`src/hdl/assert_macros.svh`:
```
// assertion macros used by the command interpreter result buffer module
`ifndef ASSERT_MACROS_SVH
`define ASSERT_MACROS_SVH
`ifndef SYNTHESIS
// property must hold at every rising clock edge outside reset
`define VGM_ASSERT(lbl, clk, rst_n, prop) \
    lbl: assert property (@(posedge clk) disable iff (!rst_n) prop) \
        else $error("assertion failed");
// condition must never be seen outside reset
`define VGM_ASSERT_NEVER(lbl, clk, rst_n, prop) \
    lbl: assert property (@(posedge clk) disable iff (!rst_n) !(prop)) \
        else $error("forbidden condition seen");
`else
`define VGM_ASSERT(lbl, clk, rst_n, prop)
`define VGM_ASSERT_NEVER(lbl, clk, rst_n, prop)
`endif
`endif

```
`src/hdl/vgmci_pkg.sv`:
```
// types, constants and muting functions of the vgm command interpreter
`timescale 1ns / 1ps
package vgmci_pkg;

    localparam int MAX_RES  = 12;
    localparam int CNT_W    = $clog2(MAX_RES + 1);
    localparam int MUTE_LEN = 10;
    localparam int CFG_W    = 7;
    localparam int CFG_IDX_W = 3;

    localparam logic [7:0] PAN_SIDES = 8'hC0;
    localparam logic [7:0] PAN_KEEP  = 8'h3F;
    localparam logic [7:0] PSG_OFF   = 8'h9F;
    localparam logic [7:0] PSG_ATT   = 8'h90;
    localparam logic [7:0] REG_PAN1  = 8'hB4;
    localparam logic [7:0] REG_PAN3  = 8'hB6;
    localparam logic [7:0] REG_DACEN = 8'h2B;
    localparam logic [7:0] REG_DAC   = 8'h2A;
    localparam logic [15:0] WAIT_NTSC = 16'd735;
    localparam logic [15:0] WAIT_PAL  = 16'd882;

    localparam logic [7:0] OP_PSG      = 8'h50;
    localparam logic [7:0] OP_FM0      = 8'h52;
    localparam logic [7:0] OP_FM1      = 8'h53;
    localparam logic [7:0] OP_WAIT     = 8'h61;
    localparam logic [7:0] OP_WAIT_NTSC = 8'h62;
    localparam logic [7:0] OP_WAIT_PAL = 8'h63;
    localparam logic [7:0] OP_END      = 8'h66;
    localparam logic [7:0] OP_GG       = 8'h4F;
    localparam logic [7:0] OP_PWM      = 8'hB2;
    localparam logic [3:0] OP_HI_WAITN = 4'h7;
    localparam logic [3:0] OP_HI_DACW  = 4'h8;
    localparam logic [7:0] OP_STRM_LO  = 8'h90;
    localparam logic [7:0] OP_STRM_HI  = 8'h95;

    localparam logic [7:0] PAN_ADDR [6] = '{8'hB4, 8'hB5, 8'hB6, 8'hB4, 8'hB5, 8'hB6};

    typedef enum logic [1:0] {
        ACT_CMD     = 2'd0,
        ACT_START   = 2'd1,
        ACT_REFRESH = 2'd2,
        ACT_SILENCE = 2'd3
    } t_action;

    typedef enum logic [2:0] {
        KIND_PSG     = 3'd0,
        KIND_FM      = 3'd1,
        KIND_WAIT    = 3'd2,
        KIND_RESET   = 3'd3,
        KIND_UNKNOWN = 3'd4
    } t_kind;

    typedef enum logic [CFG_IDX_W-1:0] {
        CFG_FM_MASK  = 3'd0,
        CFG_PSG_MASK = 3'd1,
        CFG_FIX_PSG  = 3'd2,
        CFG_MIT_TRIM = 3'd3,
        CFG_MONO     = 3'd4
    } t_cfg_idx;

    typedef struct packed {
        t_action    action;
        logic [7:0] opcode;
        logic [7:0] data_lo;
        logic [7:0] data_hi;
        logic [7:0] pcm_sample;
    } t_cmd;

    typedef struct packed {
        t_kind       kind;
        logic        fm_port;
        logic [7:0]  address;
        logic [7:0]  value;
        logic [15:0] wait_samples;
        logic        last;
    } t_res;

    typedef t_res [MAX_RES-1:0]  t_res_list;
    typedef t_res [MUTE_LEN-1:0] t_mute_list;

    typedef struct packed {
        t_res_list        list;
        logic [CNT_W-1:0] count;
    } t_batch;

    typedef struct packed {
        logic [6:0] fm_mask;
        logic [3:0] psg_mask;
        logic       fix_psg;
        logic       mit_trim;
        logic       mono;
    } t_cfg;

    typedef struct packed {
        logic [5:0][7:0] pans;
        logic [3:0][7:0] atten;
        logic            dac;
        logic            bfw;
    } t_play;

    function automatic logic [7:0] psg_off(input logic [1:0] ch);
        return PSG_OFF | {1'b0, ch, 5'd0};
    endfunction

    function automatic t_play play_reset();
        t_play p;
        for (int i = 0; i < 6; i++) p.pans[i] = PAN_SIDES;
        for (int i = 0; i < 4; i++) p.atten[i] = psg_off(2'(i));
        p.dac = 1'b0;
        p.bfw = 1'b1;
        return p;
    endfunction

    function automatic logic [7:0] mask_pan(input logic [7:0] pan, input logic audible,
                                            input logic mono);
        logic [7:0] r;
        r = pan;
        if (!audible) r = r & PAN_KEEP;
        if (mono && ((r & PAN_SIDES) != 8'd0)) r = r | PAN_SIDES;
        return r;
    endfunction

    function automatic t_res fm_op(input logic port, input logic [7:0] addr,
                                   input logic [7:0] val);
        t_res r;
        r = '0;
        r.kind    = KIND_FM;
        r.fm_port = port;
        r.address = addr;
        r.value   = val;
        return r;
    endfunction

    function automatic t_res psg_op(input logic [7:0] val);
        t_res r;
        r = '0;
        r.kind  = KIND_PSG;
        r.value = val;
        return r;
    endfunction

    function automatic t_res wait_op(input logic [15:0] amount);
        t_res r;
        r = '0;
        r.kind         = KIND_WAIT;
        r.wait_samples = amount;
        return r;
    endfunction

    // six pan writes then four psg attenuation writes
    function automatic t_mute_list mute_pass(input t_play st, input logic trim,
                                             input t_cfg cfg);
        t_mute_list l;
        logic       aud;
        for (int i = 0; i < 6; i++) begin
            if (i == 5) aud = st.dac ? cfg.fm_mask[6] : cfg.fm_mask[5];
            else aud = cfg.fm_mask[i];
            l[i] = fm_op(i >= 3, PAN_ADDR[i],
                         trim ? (st.pans[i] & PAN_KEEP) : mask_pan(st.pans[i], aud, cfg.mono));
        end
        for (int i = 0; i < 4; i++) begin
            l[6+i] = psg_op((trim || !cfg.psg_mask[i]) ? psg_off(2'(i)) : st.atten[i]);
        end
        return l;
    endfunction

endpackage

```
`src/hdl/vgmci_cfg.sv`:
```
// configuration registers with their reset defaults
`timescale 1ns / 1ps
module vgmci_cfg
    import vgmci_pkg::*;
(
    input  logic                 i_clk,
    input  logic                 i_rst_n,
    input  logic                 i_cfg_we,
    input  logic [CFG_IDX_W-1:0] i_cfg_index,
    input  logic [CFG_W-1:0]     i_cfg_wdata,
    output t_cfg                 o_cfg
);
    t_cfg r_cfg;
    t_cfg n_cfg;

    always_comb begin
        n_cfg = r_cfg;
        if (i_cfg_we) begin
            case (i_cfg_index)
                CFG_FM_MASK:  n_cfg.fm_mask  = i_cfg_wdata;
                CFG_PSG_MASK: n_cfg.psg_mask = i_cfg_wdata[3:0];
                CFG_FIX_PSG:  n_cfg.fix_psg  = i_cfg_wdata[0];
                CFG_MIT_TRIM: n_cfg.mit_trim = i_cfg_wdata[0];
                CFG_MONO:     n_cfg.mono     = i_cfg_wdata[0];
                default:      n_cfg = r_cfg;
            endcase
        end
    end

    always_ff @(posedge i_clk) begin
        if (!i_rst_n) begin
            r_cfg.fm_mask  <= 7'h7F;
            r_cfg.psg_mask <= 4'hF;
            r_cfg.fix_psg  <= 1'b1;
            r_cfg.mit_trim <= 1'b1;
            r_cfg.mono     <= 1'b0;
        end else begin
            r_cfg <= n_cfg;
        end
    end

    assign o_cfg = r_cfg;
endmodule

```
`config.mk`:
```
export PLATFORM = sky130hd
export DESIGN_NAME = vgmci_cfg
export DESIGN_NICKNAME = d
export VERILOG_FILES = /design/src/hdl/assert_macros.svh /design/src/hdl/vgmci_pkg.sv /design/src/hdl/vgmci_cfg.sv
export SDC_FILE = /design/constraint.sdc
export NUM_CORES = 1
export LEC_CHECK = 0
export CAP_MARGIN = 10
export CORE_MARGIN = 2
export CORE_UTILIZATION = 39
export DETAILED_ROUTE_END_ITERATION = 6
export DONT_BUFFER_PORTS = 1
export GPL_ROUTABILITY_DRIVEN = 1
export PLACE_DENSITY = 0.6
export SLEW_MARGIN = 20
export SYNTH_ARGS = -nofsm -noshare
export SYNTH_HDL_FRONTEND = slang
export SYNTH_SLANG_ARGS = --single-unit
```
`constraint.sdc`:
```
create_clock -name i_clk -period 1.3 [get_ports i_clk]
set_input_delay 0.065 -clock i_clk [delete_from_list [all_inputs] [get_ports i_clk]]
set_output_delay 0.065 -clock i_clk [all_outputs]
set_load 0.1 [all_outputs]
```
==> results summary <==
The worst register-to-register path begins at o_cfg[11]. The count of final max-slew check failures was 0. The critical path starts at i_cfg_wdata[4]. Entering global routing, the biggest net connects 22 pins. The initial antenna violation count came to 0. The total number of vias is 522.

Routability-driven placement finished with a final weighted congestion of 0.665. The worst hold path terminates at o_cfg[1]. The summed instance area of the synthesized netlist came out at 647 um^2. The global routing usage summed across all routing layers came out at 14.9%.

The final-report hold violation count came to 0. The buffer type at the clock tree root is clkbuf_4. For this run the aggregate overflow at the end of global routing stands at 0. The endpoint kind of the worst setup timing path is a flip-flop.

Setup violations remaining at the end of the flow were counted as 0. The setup slack on the worst flop-to-flop path came out at 130 ps. The number of buffers created by CTS came out at 3.

Once the clock tree was built, the resizer swapped 0 gates to a different size. At the placement stage, the worst setup path has a slack of 383 ps. The number of maximum-capacitance constraint violations is 0. After clock tree synthesis, the setup repair step added 0 buffers. The worst voltage drop across the vdd grid is 0.546 mV. The first detailed-routing pass ran for 3 iterations.

nor2b_1 is the most common cell in the netlist. The final routed DRC violation total is 0. The total negative slack came out at 0 ps. The total wire length after detailed routing came out at 1440 um. In this run the horizontal extent of the chip is 44.7 um.

The standby leakage power is 0.385 nW. The y dimension of the die came out at 44.7 um. The worst setup path is launched from an input pin. The total inserted antenna cells is 0. The fraction of final layout cells sized beyond drive strength 1 came out at 23.3%. The critical setup path kind is input pin to flip-flop. The number of distinct library cells after synthesis is 10. Derived from the worst setup path, the maximum achievable clock frequency is 826 MHz. In this run, post-CTS hold repair placed 13 buffers.

The number of top-level pins is 27. The initial standard-cell utilization of the core came out at 42.4%. The most used flip-flop cell after synthesis is dfxtp_1. After synthesis, the mean cell area works out to 11.0 um^2.

The worst hold slack came out at 10.9 ps. The initialized floorplan defines 14 standard-cell rows. For the worst flop-to-flop path, the logic depth is 3. The worst path arrival time came out at 1370 ps.

The floorplan step defined a die boundary enclosing 2000 um^2. The shortest period the worst path allows came out at 1210 ps. Counting every sink on the clock net gives 14. The maximum net fanout on the critical path is 1. The worst hold path depth is 2. TritonCTS built the clock tree. The number of buffers on the longest clock path came out at 2. The ratio of routed vias to standard cells is 4.92.

By area the synthesized netlist is led by dfxtp_1, mux2i_1, nor2b_1. The number of global-route vias before repair came to 531. Setup repair after global routing left no endpoint under its margin.

The data required time of the critical path came out at 1460 ps. The area share of the largest cell type after synthesis is 43.3%. The average routed wire per standard cell is 13.6 um.

By count the netlist is led by nor2b_1, dfxtp_1, mux2i_1. The number of instances in the synthesized netlist came out at 59. CTS built an H-tree with a depth of 1. The path type of the worst min-delay path is input pin to flip-flop. The detail route stage leaves a number of antenna-violating nets equal to 0.

The leading area contributor after synthesis is dfxtp_1. Detailed placement ended at an HPWL of 831 um. The number of nets in the final layout came out at 105.

For this run, the number of Yosys warnings is 0. At the pin with the least slew margin, the transition time is 387 ps. In this run, synthesis produced a sequential element count of 14. The post-CTS clock slew at the launch and capture registers of the worst setup and hold paths came out at 70 ps. The global-route wire length before repair is 2100 um. The area added between synthesis and finish is 47.4%. The run finished with clean final reports. The post-route clock period utilization is 93.2%.

The worst setup margin is 88.8 ps. On the final layout, the worst clock skew is 0 ps. In this run, synthesis inferred 0 flip-flops with an integrated enable. The power density over the cells is 883 nW/um^2. The port buffer count is 0. The post-synth net total came out at 72.

The terminus of the critical flop-to-flop path is o_cfg[11]. The area of the core came out at 1520 um^2. The number of DRC markers in iteration 0 came out at 1. The clock insertion delay at the later pin of the skew report came out at 270 ps.

The number of flip-flops under the largest register name came out at 14. The worst pin sits at a relative slew slack of 74.1%. After synthesis, the share of flip-flops with an asynchronous set or reset is 0%. The worst hold path begins at i_cfg_index[1].

The sequential fraction of the synthesis area is 43.3%.
-- cell type report --
| class | instances | area, um^2 |
|---|---|---|
| flip-flops and latches | 14 | 280 |
| well taps | 16 | 20.0 |
| repair buffers | 31 | 275 |
| fillers | 141 | 571 |
| multi-input cells | 42 | 355 |
| clock buffers | 3 | 22.5 |
-- stage by stage --
step | std cells | instance area (um^2) | util, % | power [mW]
2_1_floorplan | 59 | 647 | - | 0.568
3_3_place_gp | 86 | 761 | 49.9 | 0.583
3_5_place_dp | 86 | 761 | 49.9 | 0.584
4_1_cts | 102 | 913 | 59.9 | 0.850
5_1_grt | 106 | 953 | 62.6 | 0.883
6_report | 106 | 953 | 62.6 | 0.842
-- placed cells by master (no fill, tap or decap), types with 2 or more instances in the layout --
cell / netlist / final
nor2b_1: 20 / 20
dlygate4sd3_1: 0 / 17
mux2i_1: 14 / 14
dfxtp_1: 14 / 14
buf_4: 0 / 14
clkbuf_4: 0 / 3
and4bb_2: 2 / 2
nand2_1: 2 / 2
-- logic make-up (layout without fill, tap and decap cells) --
family	count (synthesis)	count (layout)	share of synthesized area, %
buf+inv	3	34	1.74
simple gates	28	28	33.3
mux	14	14	21.7
flops	14	14	43.3
-- critical path, cell delays in order --
cell and delay [ps]:
dlygate4sd3_1 530, nor2b_1 120, mux2i_1 80, dlygate4sd3_1 570
-- layer usage --
metal / share of wire, % / GRT usage [%] / vias up
met4: 0.56 / 9.09 / 0
li1: - / - / 264
met3: 5.1 / 4.80 / 2
met2: 53 / 25.8 / 15
met5: 0 / 0 / -
met1: 41 / 15.6 / 241
-- worst max path at each step --
stage,to
global route,o_cfg[13]
finish,o_cfg[11]
floorplan,o_cfg[10]
CTS,o_cfg[11]
detailed placement,o_cfg[8]
global placement,o_cfg[9]
-- power breakdown --
part	leakage (nW)	total (mW)	internal, mW	switching, mW
Combinational	0.258	0.165	0.0688	0.0958
Clock	0.0138	0.234	0.107	0.127
Sequential	0.114	0.443	0.438	0.00509
Total	0.385	0.842	0.614	0.228
Note: power is estimated with default switching activity, not from simulation.
