[src/hdl/assert_macros.svh]
// assertion macros used by the command interpreter result buffer module
`ifndef ASSERT_MACROS_SVH
`define ASSERT_MACROS_SVH
`ifndef SYNTHESIS
// property must hold at every rising clock edge outside reset
`define VGM_ASSERT(lbl, clk, rst_n, prop) \
    lbl: assert property (@(posedge clk) disable iff (!rst_n) prop) \
        else $error("assertion failed");
// condition must never be seen outside reset
`define VGM_ASSERT_NEVER(lbl, clk, rst_n, prop) \
    lbl: assert property (@(posedge clk) disable iff (!rst_n) !(prop)) \
        else $error("forbidden condition seen");
`else
`define VGM_ASSERT(lbl, clk, rst_n, prop)
`define VGM_ASSERT_NEVER(lbl, clk, rst_n, prop)
`endif
`endif

[src/hdl/vgmci_pkg.sv]
// types, constants and muting functions of the vgm command interpreter
`timescale 1ns / 1ps
package vgmci_pkg;

    localparam int MAX_RES  = 12;
    localparam int CNT_W    = $clog2(MAX_RES + 1);
    localparam int MUTE_LEN = 10;
    localparam int CFG_W    = 7;
    localparam int CFG_IDX_W = 3;

    localparam logic [7:0] PAN_SIDES = 8'hC0;
    localparam logic [7:0] PAN_KEEP  = 8'h3F;
    localparam logic [7:0] PSG_OFF   = 8'h9F;
    localparam logic [7:0] PSG_ATT   = 8'h90;
    localparam logic [7:0] REG_PAN1  = 8'hB4;
    localparam logic [7:0] REG_PAN3  = 8'hB6;
    localparam logic [7:0] REG_DACEN = 8'h2B;
    localparam logic [7:0] REG_DAC   = 8'h2A;
    localparam logic [15:0] WAIT_NTSC = 16'd735;
    localparam logic [15:0] WAIT_PAL  = 16'd882;

    localparam logic [7:0] OP_PSG      = 8'h50;
    localparam logic [7:0] OP_FM0      = 8'h52;
    localparam logic [7:0] OP_FM1      = 8'h53;
    localparam logic [7:0] OP_WAIT     = 8'h61;
    localparam logic [7:0] OP_WAIT_NTSC = 8'h62;
    localparam logic [7:0] OP_WAIT_PAL = 8'h63;
    localparam logic [7:0] OP_END      = 8'h66;
    localparam logic [7:0] OP_GG       = 8'h4F;
    localparam logic [7:0] OP_PWM      = 8'hB2;
    localparam logic [3:0] OP_HI_WAITN = 4'h7;
    localparam logic [3:0] OP_HI_DACW  = 4'h8;
    localparam logic [7:0] OP_STRM_LO  = 8'h90;
    localparam logic [7:0] OP_STRM_HI  = 8'h95;

    localparam logic [7:0] PAN_ADDR [6] = '{8'hB4, 8'hB5, 8'hB6, 8'hB4, 8'hB5, 8'hB6};

    typedef enum logic [1:0] {
        ACT_CMD     = 2'd0,
        ACT_START   = 2'd1,
        ACT_REFRESH = 2'd2,
        ACT_SILENCE = 2'd3
    } t_action;

    typedef enum logic [2:0] {
        KIND_PSG     = 3'd0,
        KIND_FM      = 3'd1,
        KIND_WAIT    = 3'd2,
        KIND_RESET   = 3'd3,
        KIND_UNKNOWN = 3'd4
    } t_kind;

    typedef enum logic [CFG_IDX_W-1:0] {
        CFG_FM_MASK  = 3'd0,
        CFG_PSG_MASK = 3'd1,
        CFG_FIX_PSG  = 3'd2,
        CFG_MIT_TRIM = 3'd3,
        CFG_MONO     = 3'd4
    } t_cfg_idx;

    typedef struct packed {
        t_action    action;
        logic [7:0] opcode;
        logic [7:0] data_lo;
        logic [7:0] data_hi;
        logic [7:0] pcm_sample;
    } t_cmd;

    typedef struct packed {
        t_kind       kind;
        logic        fm_port;
        logic [7:0]  address;
        logic [7:0]  value;
        logic [15:0] wait_samples;
        logic        last;
    } t_res;

    typedef t_res [MAX_RES-1:0]  t_res_list;
    typedef t_res [MUTE_LEN-1:0] t_mute_list;

    typedef struct packed {
        t_res_list        list;
        logic [CNT_W-1:0] count;
    } t_batch;

    typedef struct packed {
        logic [6:0] fm_mask;
        logic [3:0] psg_mask;
        logic       fix_psg;
        logic       mit_trim;
        logic       mono;
    } t_cfg;

    typedef struct packed {
        logic [5:0][7:0] pans;
        logic [3:0][7:0] atten;
        logic            dac;
        logic            bfw;
    } t_play;

    function automatic logic [7:0] psg_off(input logic [1:0] ch);
        return PSG_OFF | {1'b0, ch, 5'd0};
    endfunction

    function automatic t_play play_reset();
        t_play p;
        for (int i = 0; i < 6; i++) p.pans[i] = PAN_SIDES;
        for (int i = 0; i < 4; i++) p.atten[i] = psg_off(2'(i));
        p.dac = 1'b0;
        p.bfw = 1'b1;
        return p;
    endfunction

    function automatic logic [7:0] mask_pan(input logic [7:0] pan, input logic audible,
                                            input logic mono);
        logic [7:0] r;
        r = pan;
        if (!audible) r = r & PAN_KEEP;
        if (mono && ((r & PAN_SIDES) != 8'd0)) r = r | PAN_SIDES;
        return r;
    endfunction

    function automatic t_res fm_op(input logic port, input logic [7:0] addr,
                                   input logic [7:0] val);
        t_res r;
        r = '0;
        r.kind    = KIND_FM;
        r.fm_port = port;
        r.address = addr;
        r.value   = val;
        return r;
    endfunction

    function automatic t_res psg_op(input logic [7:0] val);
        t_res r;
        r = '0;
        r.kind  = KIND_PSG;
        r.value = val;
        return r;
    endfunction

    function automatic t_res wait_op(input logic [15:0] amount);
        t_res r;
        r = '0;
        r.kind         = KIND_WAIT;
        r.wait_samples = amount;
        return r;
    endfunction

    // six pan writes then four psg attenuation writes
    function automatic t_mute_list mute_pass(input t_play st, input logic trim,
                                             input t_cfg cfg);
        t_mute_list l;
        logic       aud;
        for (int i = 0; i < 6; i++) begin
            if (i == 5) aud = st.dac ? cfg.fm_mask[6] : cfg.fm_mask[5];
            else aud = cfg.fm_mask[i];
            l[i] = fm_op(i >= 3, PAN_ADDR[i],
                         trim ? (st.pans[i] & PAN_KEEP) : mask_pan(st.pans[i], aud, cfg.mono));
        end
        for (int i = 0; i < 4; i++) begin
            l[6+i] = psg_op((trim || !cfg.psg_mask[i]) ? psg_off(2'(i)) : st.atten[i]);
        end
        return l;
    endfunction

endpackage

[src/hdl/vgmci_decode.sv]
// playback state and expansion of one command into its list of bus operations
`timescale 1ns / 1ps
module vgmci_decode
    import vgmci_pkg::*;
(
    input  logic   i_clk,
    input  logic   i_rst_n,
    input  logic   i_take,
    input  t_cmd   i_cmd,
    input  t_cfg   i_cfg,
    output t_batch o_batch
);
    t_play      r_play;
    t_play      n_play;
    logic [7:0] r_hold;
    logic [7:0] n_hold;

    t_play      m_play;
    logic       m_trim;
    logic       w_trim;
    t_mute_list w_mute;

    assign w_trim = i_cfg.mit_trim & r_play.bfw;

    // state and trim flag seen by the muting pass of this item
    always_comb begin
        m_play = r_play;
        case (i_cmd.action)
            ACT_START: begin
                m_play = play_reset();
                m_trim = i_cfg.mit_trim;
            end
            ACT_REFRESH: m_trim = w_trim;
            ACT_SILENCE: m_trim = 1'b1;
            default:     m_trim = 1'b0;
        endcase
    end

    assign w_mute = mute_pass(m_play, m_trim, i_cfg);

    always_comb begin
        t_res_list        v_list;
        logic [CNT_W-1:0] v_n;
        logic [7:0]       v_op;
        logic [7:0]       v_d;
        logic [2:0]       v_ch;
        logic             v_port;
        logic             v_aud;
        logic [7:0]       v_w;
        logic [15:0]      v_amt;
        logic             v_is_wait;
        logic             v_dacw;
        logic [CNT_W-1:0] v_base;

        v_list    = '0;
        v_n       = '0;
        n_play    = r_play;
        n_hold    = r_hold;
        v_op      = i_cmd.opcode;
        v_d       = i_cmd.data_lo;
        v_ch      = '0;
        v_port    = v_op[0];
        v_aud     = 1'b0;
        v_w       = i_cmd.data_hi;
        v_amt     = '0;
        v_is_wait = 1'b0;
        v_dacw    = 1'b0;
        v_base    = '0;

        case (i_cmd.action)
            ACT_START, ACT_REFRESH, ACT_SILENCE: begin
                if (i_cmd.action == ACT_START) n_play = play_reset();
                for (int i = 0; i < MUTE_LEN; i++) v_list[i] = w_mute[i];
                v_n = CNT_W'(MUTE_LEN);
            end
            default: begin
                if (v_op == OP_PSG) begin
                    if (!i_cfg.fix_psg) begin
                        v_list[0] = psg_op(v_d);
                        v_n = CNT_W'(1);
                    end else if (!v_d[7]) begin
                        // an all-zero frequency becomes one
                        if (r_hold[3:0] == 4'd0 && v_d[5:0] == 6'd0) n_hold[0] = 1'b1;
                        v_list[0] = psg_op(n_hold);
                        v_list[1] = psg_op(v_d);
                        v_n = CNT_W'(2);
                    end else if (!v_d[4] && v_d[6:5] != 2'b11) begin
                        n_hold = v_d;
                    end else begin
                        if ((v_d & PSG_ATT) == PSG_ATT) begin
                            n_play.atten[v_d[6:5]] = v_d;
                            if (w_trim || !i_cfg.psg_mask[v_d[6:5]]) v_d[3:0] = 4'hF;
                        end
                        v_list[0] = psg_op(v_d);
                        v_n = CNT_W'(1);
                    end
                end else if (v_op == OP_FM0 || v_op == OP_FM1) begin
                    if (v_d >= REG_PAN1 && v_d <= REG_PAN3) begin
                        v_ch = v_port ? 3'(v_d[1:0]) + 3'd3 : 3'(v_d[1:0]);
                        n_play.pans[v_ch] = i_cmd.data_hi;
                        if (v_ch == 3'd5)
                            v_aud = r_play.dac ? i_cfg.fm_mask[6] : i_cfg.fm_mask[5];
                        else
                            v_aud = i_cfg.fm_mask[v_ch];
                        if (w_trim) v_w = v_w & PAN_KEEP;
                        v_w = mask_pan(v_w, v_aud, i_cfg.mono);
                    end
                    if (!v_port && v_d == REG_DACEN && i_cmd.data_hi[7] != r_play.dac) begin
                        // dac toggle moves channel six onto the other mask bit
                        n_play.dac = i_cmd.data_hi[7];
                        v_aud = i_cmd.data_hi[7] ? i_cfg.fm_mask[6] : i_cfg.fm_mask[5];
                        v_list[0] = fm_op(1'b1, REG_PAN3, w_trim ? (r_play.pans[5] & PAN_KEEP)
                                          : mask_pan(r_play.pans[5], v_aud, i_cfg.mono));
                        v_list[1] = fm_op(v_port, v_d, v_w);
                        v_n = CNT_W'(2);
                    end else begin
                        v_list[0] = fm_op(v_port, v_d, v_w);
                        v_n = CNT_W'(1);
                    end
                end else if (v_op == OP_WAIT) begin
                    v_is_wait = 1'b1;
                    v_amt = {i_cmd.data_hi, i_cmd.data_lo};
                end else if (v_op == OP_WAIT_NTSC) begin
                    v_is_wait = 1'b1;
                    v_amt = WAIT_NTSC;
                end else if (v_op == OP_WAIT_PAL) begin
                    v_is_wait = 1'b1;
                    v_amt = WAIT_PAL;
                end else if (v_op[7:4] == OP_HI_WAITN) begin
                    v_is_wait = 1'b1;
                    v_amt = 16'(v_op[3:0]) + 16'd1;
                end else if (v_op[7:4] == OP_HI_DACW) begin
                    v_is_wait = 1'b1;
                    v_dacw = 1'b1;
                    v_amt = 16'(v_op[3:0]);
                end else if ((v_op >= OP_STRM_LO && v_op <= OP_STRM_HI) || v_op == OP_GG
                             || v_op == OP_PWM) begin
                    v_n = '0;
                end else if (v_op == OP_END) begin
                    for (int i = 0; i < 4; i++) v_list[i] = psg_op(psg_off(2'(i)));
                    v_list[4] = '0;
                    v_list[4].kind = KIND_RESET;
                    v_n = CNT_W'(5);
                end else begin
                    v_list[0] = '0;
                    v_list[0].kind = KIND_UNKNOWN;
                    v_list[0].value = v_op;
                    v_n = CNT_W'(1);
                end

                if (v_is_wait) begin
                    if (v_dacw) begin
                        v_list[0] = fm_op(1'b0, REG_DAC, i_cmd.pcm_sample);
                        v_base = CNT_W'(1);
                    end
                    // first nonzero wait unmutes: pass runs with trim already off
                    if (v_amt != 16'd0 && r_play.bfw) begin
                        n_play.bfw = 1'b0;
                        for (int i = 0; i < MUTE_LEN; i++)
                            v_list[v_base + CNT_W'(i)] = w_mute[i];
                        v_list[v_base + CNT_W'(MUTE_LEN)] = wait_op(v_amt);
                        v_n = v_base + CNT_W'(MUTE_LEN + 1);
                    end else begin
                        v_list[v_base] = wait_op(v_amt);
                        v_n = v_base + CNT_W'(1);
                    end
                end
            end
        endcase

        o_batch.list  = v_list;
        o_batch.count = v_n;
    end

    always_ff @(posedge i_clk) begin
        if (!i_rst_n) begin
            r_play <= play_reset();
            r_hold <= '0;
        end else if (i_take) begin
            r_play <= n_play;
            r_hold <= n_hold;
        end
    end
endmodule

[config.mk]
export PLATFORM = sky130hd
export DESIGN_NAME = vgmci_decode
export DESIGN_NICKNAME = d
export VERILOG_FILES = /design/src/hdl/assert_macros.svh /design/src/hdl/vgmci_pkg.sv /design/src/hdl/vgmci_decode.sv
export SDC_FILE = /design/constraint.sdc
export NUM_CORES = 1
export LEC_CHECK = 0
export BUFFER_PORTS_ARGS = -buffer_cell sky130_fd_sc_hd__buf_4
export CORE_AREA = 2 2 197 199
export CTS_CLUSTER_DIAMETER = 30
export DETAILED_ROUTE_END_ITERATION = 12
export DIE_AREA = 0 0 199 201
export GPL_TIMING_DRIVEN = 0
export SLEW_MARGIN = 5
export SYNTH_ARGS = -nofsm -noshare
export SYNTH_HDL_FRONTEND = slang
export SYNTH_SLANG_ARGS = --single-unit
[constraint.sdc]
create_clock -name i_clk -period 4.9 [get_ports i_clk]
set_input_delay 0.245 -clock i_clk [delete_from_list [all_inputs] [get_ports i_clk]]
set_output_delay 0.245 -clock i_clk [all_outputs]
set_load 0.05 [all_outputs]
==> results.ini, run 1 <==
[floorplan]
row_count=72
coreArea_um2=38100
ios=499
die_w_um=199
die_h_um=201
die_area_um2=40000
initial_core_util=0.244

[flow_run]
max_cap_violations=0

[global_routing]
globalRouteTotalUtil=0.216
antenna_found_initial=5
grt_pass1_vias=9835
gr-total-overflow=0
grt_max_degree=24
grt_pass1_wl_um=64500

[timing]
slew_violations=0
min_period_ns=4.70
fin_ws_ns=0.200
rsz0062_at_grt=no
clock_skew_ns=0.00265
fin_tns_setup_ns=0
min_period_over_period=0.959
hold_viol=0
fmax_mhz=213
setup_viol=0
tightest_slew_ns=1.28
slew_headroom=0.140

[pwr]
p_leak_nw=6.16
finalPower_mw=2.81
power_density_nw_per_um2=217
p_comb_frac=0.490
p_seq_frac=0.266
p_clk_frac=0.244
swShare=0.483
ir_worst_vdd_mv=0.156
p_sw_mw=1.36
cellInternalPower_mw=1.45

[finish]
finalNetCount=1851
drive_gt1_frac=0.331
final_util=0.340
synthToLayoutAreaGrowth_pct=39.2

[cts]
numClockSinks=90
cts_resized=0
post_cts_buffers=0
cts_tree=built
cts_hold_buf=0
cts_buffer_depth=2
cts_max_level=3
clock_latency_ns=0.36
root_buffer=clkbuf_16
cts_buffers=9
clkTransAtPathRegs_ns=0.08

[outcome]
outcome=complete, no violations

[drt]
drt_wl_total_um=45600
wire_per_inst_um=19.7
avgViaCountPerCell=4.66
drt_iter0_markers=1104
drtPass1Iterations=8
final_antenna_net_count=0
drcViolationCount=0
dr_total_vias=10800

[logic_synthesis]
synth.top_cells.by_count=buf_4, nor2_1, nand2_1
synth_seq_area_share=0.194
synth_cells=1289
synth_area_leader_cell=buf_4
yosysMostFrequentCell=buf_4
syn-cell-area_um2=9300
ys.flop_type=dfxtp_1
synth_area_leaders=buf_4, dfxtp_1, nor2_1, a21oi_1, nand2_1
synth_cell_type_count=84
synth_edf_count=0
async_reset_ff_frac=0
syn_area_per_cell_um2=7.21
synth_top_cell_area_share=0.237
synth-seq-cells=90
yosys_warnings=0

[placement]
gp_congestion=0.964
pre_cts_ws_ns=0.388
numPortBuffers=233
dp_hpwl_um=37400

[setup_path]
end_kind=primary output
cp_max_fo=10
ff2ff_path_depth=6
cp-start-kind=input port
crit_type=in -> out
worstPathArrival_ns=4.46
required_ns=4.66

[min_path]
min_delay_path_depth=3
worstHoldPathType=in -> reg

## per-layer routing
metal | vias up | routed length, um | GRT usage
met5 | - | 40 | 0
met4 | 6 | 2070 | 0.106
met3 | 104 | 4380 | 0.0390
met2 | 699 | 21300 | 0.362
met1 | 4948 | 17700 | 0.265
li1 | 5025 | - | -
## cell type report
class | count | area (um2)
well taps | 518 | 648
fillers | 4149 | 25200
clock inverters | 6 | 48.8
repair buffers | 233 | 1750
diodes | 2 | 5.00
multi-input cells | 1050 | 5780
flip-flops and latches | 90 | 1800
clock buffers | 10 | 229
plain buffers | 380 | 2580
inverters | 24 | 100
## critical path, stage by stage
cell,delay [ns]
buf_4,0.16
clkbuf_1,0.32
clkbuf_1,0.61
inv_1,0.19
ha_1,0.46
nor2b_1,0.12
a32oi_1,0.40
o22ai_1,0.15
o31ai_1,0.44
o21ai_1,0.17
o311a_1,0.31
o32ai_1,0.55
buf_4,0.32
## metrics by stage
step           hold slack (ns)  cell area [um2]  instances
2_1_floorplan            0.403            10300       1544
3_5_place_dp             0.422            12700       2295
4_1_cts                  0.202            12900       2311
5_1_grt                  0.227            12900       2313
6_report                 0.205            12900       2313
3_3_place_gp             0.419            12700       2295
## state kept, by name, summed over array words and instances (netlist names)
signal	flops
r_hold	8
r_play	82
## power groups by stage
stage	registers [mW]	clock network [mW]	logic, mW
after global placement	0.764	0	1.35
final	0.748	0.686	1.38
after CTS	0.748	0.687	1.36
after floorplan	0.761	0	1.07
after detailed placement	0.765	0	1.35
after global routing	0.749	0.716	1.43
## cell families after synthesis
kind of cell,share of synthesized area
and+or+nand+nor,0.234
xor gates and xnor gates,0.000942
muxes,0.0178
buffers and inverters,0.288
other,0.000403
adders and majority gates,0.0161
DFF,0.194
AOI/OAI and AO/OA,0.249
## worst paths after layout
check / from / end / slack, ns
setup / recovery: i_cmd[16] / o_batch[28] / 0.20
hold / removal: i_take / r_play[1] / 0.20
setup reg to reg: r_play[1] / r_play[1] / 2.52
hold reg to reg: r_play[23] / r_play[23] / 0.43
## cells in the final DEF, fill, tap and decap left out, types with 14 or more instances in the layout
master,instances
nor2_1,126
and3_1,17
nand3_1,26
nor3_1,29
nand2_1,97
clkbuf_1,64
conb_1,256
buf_4,527
a22oi_1,23
a221o_1,20
a21oi_1,80
o21ai_0,41
dfxtp_1,90
inv_1,22
a32oi_1,19
o22ai_1,41
nand2b_1,15
nor2b_1,56
buf_2,14
(Power assumes the default switching activity.)
==> inputs of run 2 (changes only) <==
--- a/config.mk
+++ b/config.mk
@@ -6,10 +6,10 @@
 export NUM_CORES = 1
 export LEC_CHECK = 0
 export BUFFER_PORTS_ARGS = -buffer_cell sky130_fd_sc_hd__buf_4
-export CORE_AREA = 2 2 197 199
+export CORE_MARGIN = 2
+export CORE_UTILIZATION = 25
 export CTS_CLUSTER_DIAMETER = 30
 export DETAILED_ROUTE_END_ITERATION = 12
-export DIE_AREA = 0 0 199 201
 export GPL_TIMING_DRIVEN = 0
 export SLEW_MARGIN = 5
 export SYNTH_ARGS = -nofsm -noshare
==> run 2 against run 1 <==
Effect of this change: the flow now finishes with violations (max-capacitance violations, max-slew violations); maximum frequency is 1.9% lower; first-iteration DRC count is 7.2% higher; via count hardly changed; utilization is 1.2 points higher; register-to-register slack hardly changed; sequential share of layout area is 0.058 points higher; global-route usage is 0.61 points higher; critical path type unchanged.
==> results.ini, run 2 (same netlist as run 1, synthesis figures left out) <==
[outcome]
outcome=finished with violations
violations=max-capacitance violations, max-slew violations

[finish]
finalNetCount=1851
top_register=r_play
drive_gt1_frac=0.331
synthToLayoutAreaGrowth_pct=38.6
fill_cells=3936
fin_cells=2262
final_common_cell=buf_4
final_util=0.352
mostFrequentLayoutCells=buf_4, conb_1, nor2_1
reg_top3=r_play x82, r_hold x8
final_area_um2=12900
largest_reg_flops=82

[timing]
slew_violations=10
timing.hold.ws_ns=0.208
rsz0062_at_grt=no
fin_tns_setup_ns=0
tightest_slew_ns=1.50
fin_ws_ns=0.107
min_period_over_period=0.978
hold_viol=0
slew_headroom=-0.00960
setup_viol=0
fmax_mhz=209
clock_skew_ns=0.00611
min_period_ns=4.79

[drt]
final_antenna_net_count=0
dr_total_vias=10800
wire_per_inst_um=20.3
drt_iter0_markers=1184
drtPass1Iterations=6
avgViaCountPerCell=4.77
drt_wl_total_um=45800
drcViolationCount=0

[global_routing]
globalRouteTotalUtil=0.222
grt_max_degree=24
grt_pass1_wl_um=64200
gr-total-overflow=0
grt_pass1_vias=9647
antenna_found_initial=2

[cts]
cts_tree=built
cts_max_level=3
numClockSinks=90
clock_latency_ns=0.36
cts_hold_buf=0
cts_buffer_depth=2
root_buffer=clkbuf_16
clkTransAtPathRegs_ns=0.07
cts_buffers=9

[pwr]
power_density_nw_per_um2=221
p_clk_frac=0.254
ir_worst_vdd_mv=0.130
p_leak_nw=6.17
finalPower_mw=2.85
cellInternalPower_mw=1.47
p_sw_mw=1.37
swShare=0.482
p_comb_frac=0.484
p_seq_frac=0.263

[floorplan]
die_w_um=197
die_area_um2=38700
row_count=70
initial_core_util=0.254
die_h_um=197
ios=499
coreArea_um2=36600

[placement]
gp_congestion=0.953
numPortBuffers=233
pre_cts_ws_ns=0.300
dp_hpwl_um=37200
post_dp_cell_area_um2=12600
dp_cells=2245

[flow_run]
max_cap_violations=1

[setup_path]
path_cells=buf_4, clkbuf_1, clkbuf_1, inv_1, ha_1, nor2b_1, a32oi_1, o22ai_1, o31ai_1, o21ai_1, o311a_1, o32ai_1, buf_4
slowest_stage=clkbuf_1
end_kind=primary output
crit_type=in -> out
worst_path_largest_cell_delay_ns=0.69
worstPathArrival_ns=4.55
cp-start-kind=input port
required_ns=4.66
ff2ff_path_depth=6
cp_max_fo=10

[min_path]
worstHoldPathType=in -> reg
min_delay_path_depth=3

## run 2: final cells by class
type                            instances  area (um2)  area share
Multi-Input combinational cell       1050        5780       0.448
Buffer                                380        2580       0.200
Sequential cell                        90        1800       0.140
Timing Repair Buffer                  233        1750       0.136
Tap cell                              468         586      0.0454
Clock buffer                           10         239      0.0185
Inverter                               24         100     0.00777
Clock inverter                          6        53.8     0.00418
Antenna cell                            1        2.50    0.000194
## run 2: path summary, 6_finish.rpt
path                                    end  startpoint  slack [ns]
worst min-delay path              r_play[0]      i_take        0.21
worst max register to register    r_play[1]   r_play[1]        2.52
worst max-delay path            o_batch[28]   i_cmd[17]        0.11
worst min register to register   r_play[23]  r_play[23]        0.44
## run 2: worst max-delay path, delay by kind of cell
kind / cells / cell delay (ns)
compound gates: 6 / 2.03
buf+inv: 5 / 1.68
fa+ha+maj: 1 / 0.45
simple gates: 1 / 0.12
## run 2: per-layer routing
metal	track usage	part of all wire	up-vias
met2	0.370	0.47	737
met1	0.279	0.39	4932
met3	0.0356	0.10	96
li1	-	-	5020
met4	0.106	0.044	2
met5	0	0.00028	-
## run 2: power by group through the flow
stage          clock network (mW)  logic (mW)  registers [mW]
6_report                    0.722        1.38           0.748
5_1_grt                     0.754        1.43           0.749
3_3_place_gp                    0        1.35           0.764
2_1_floorplan                   0        1.07           0.761
4_1_cts                     0.721        1.36           0.747
3_5_place_dp                    0        1.35           0.765
## run 2: timing repair
| item | in CTS | in global routing |
|---|---|---|
| hold endpoints to repair | 0 | 0 |
| setup endpoints to repair | 0 | 1 |
| resized for setup | 0 | 2 |
| setup buffers | 0 | 0 |
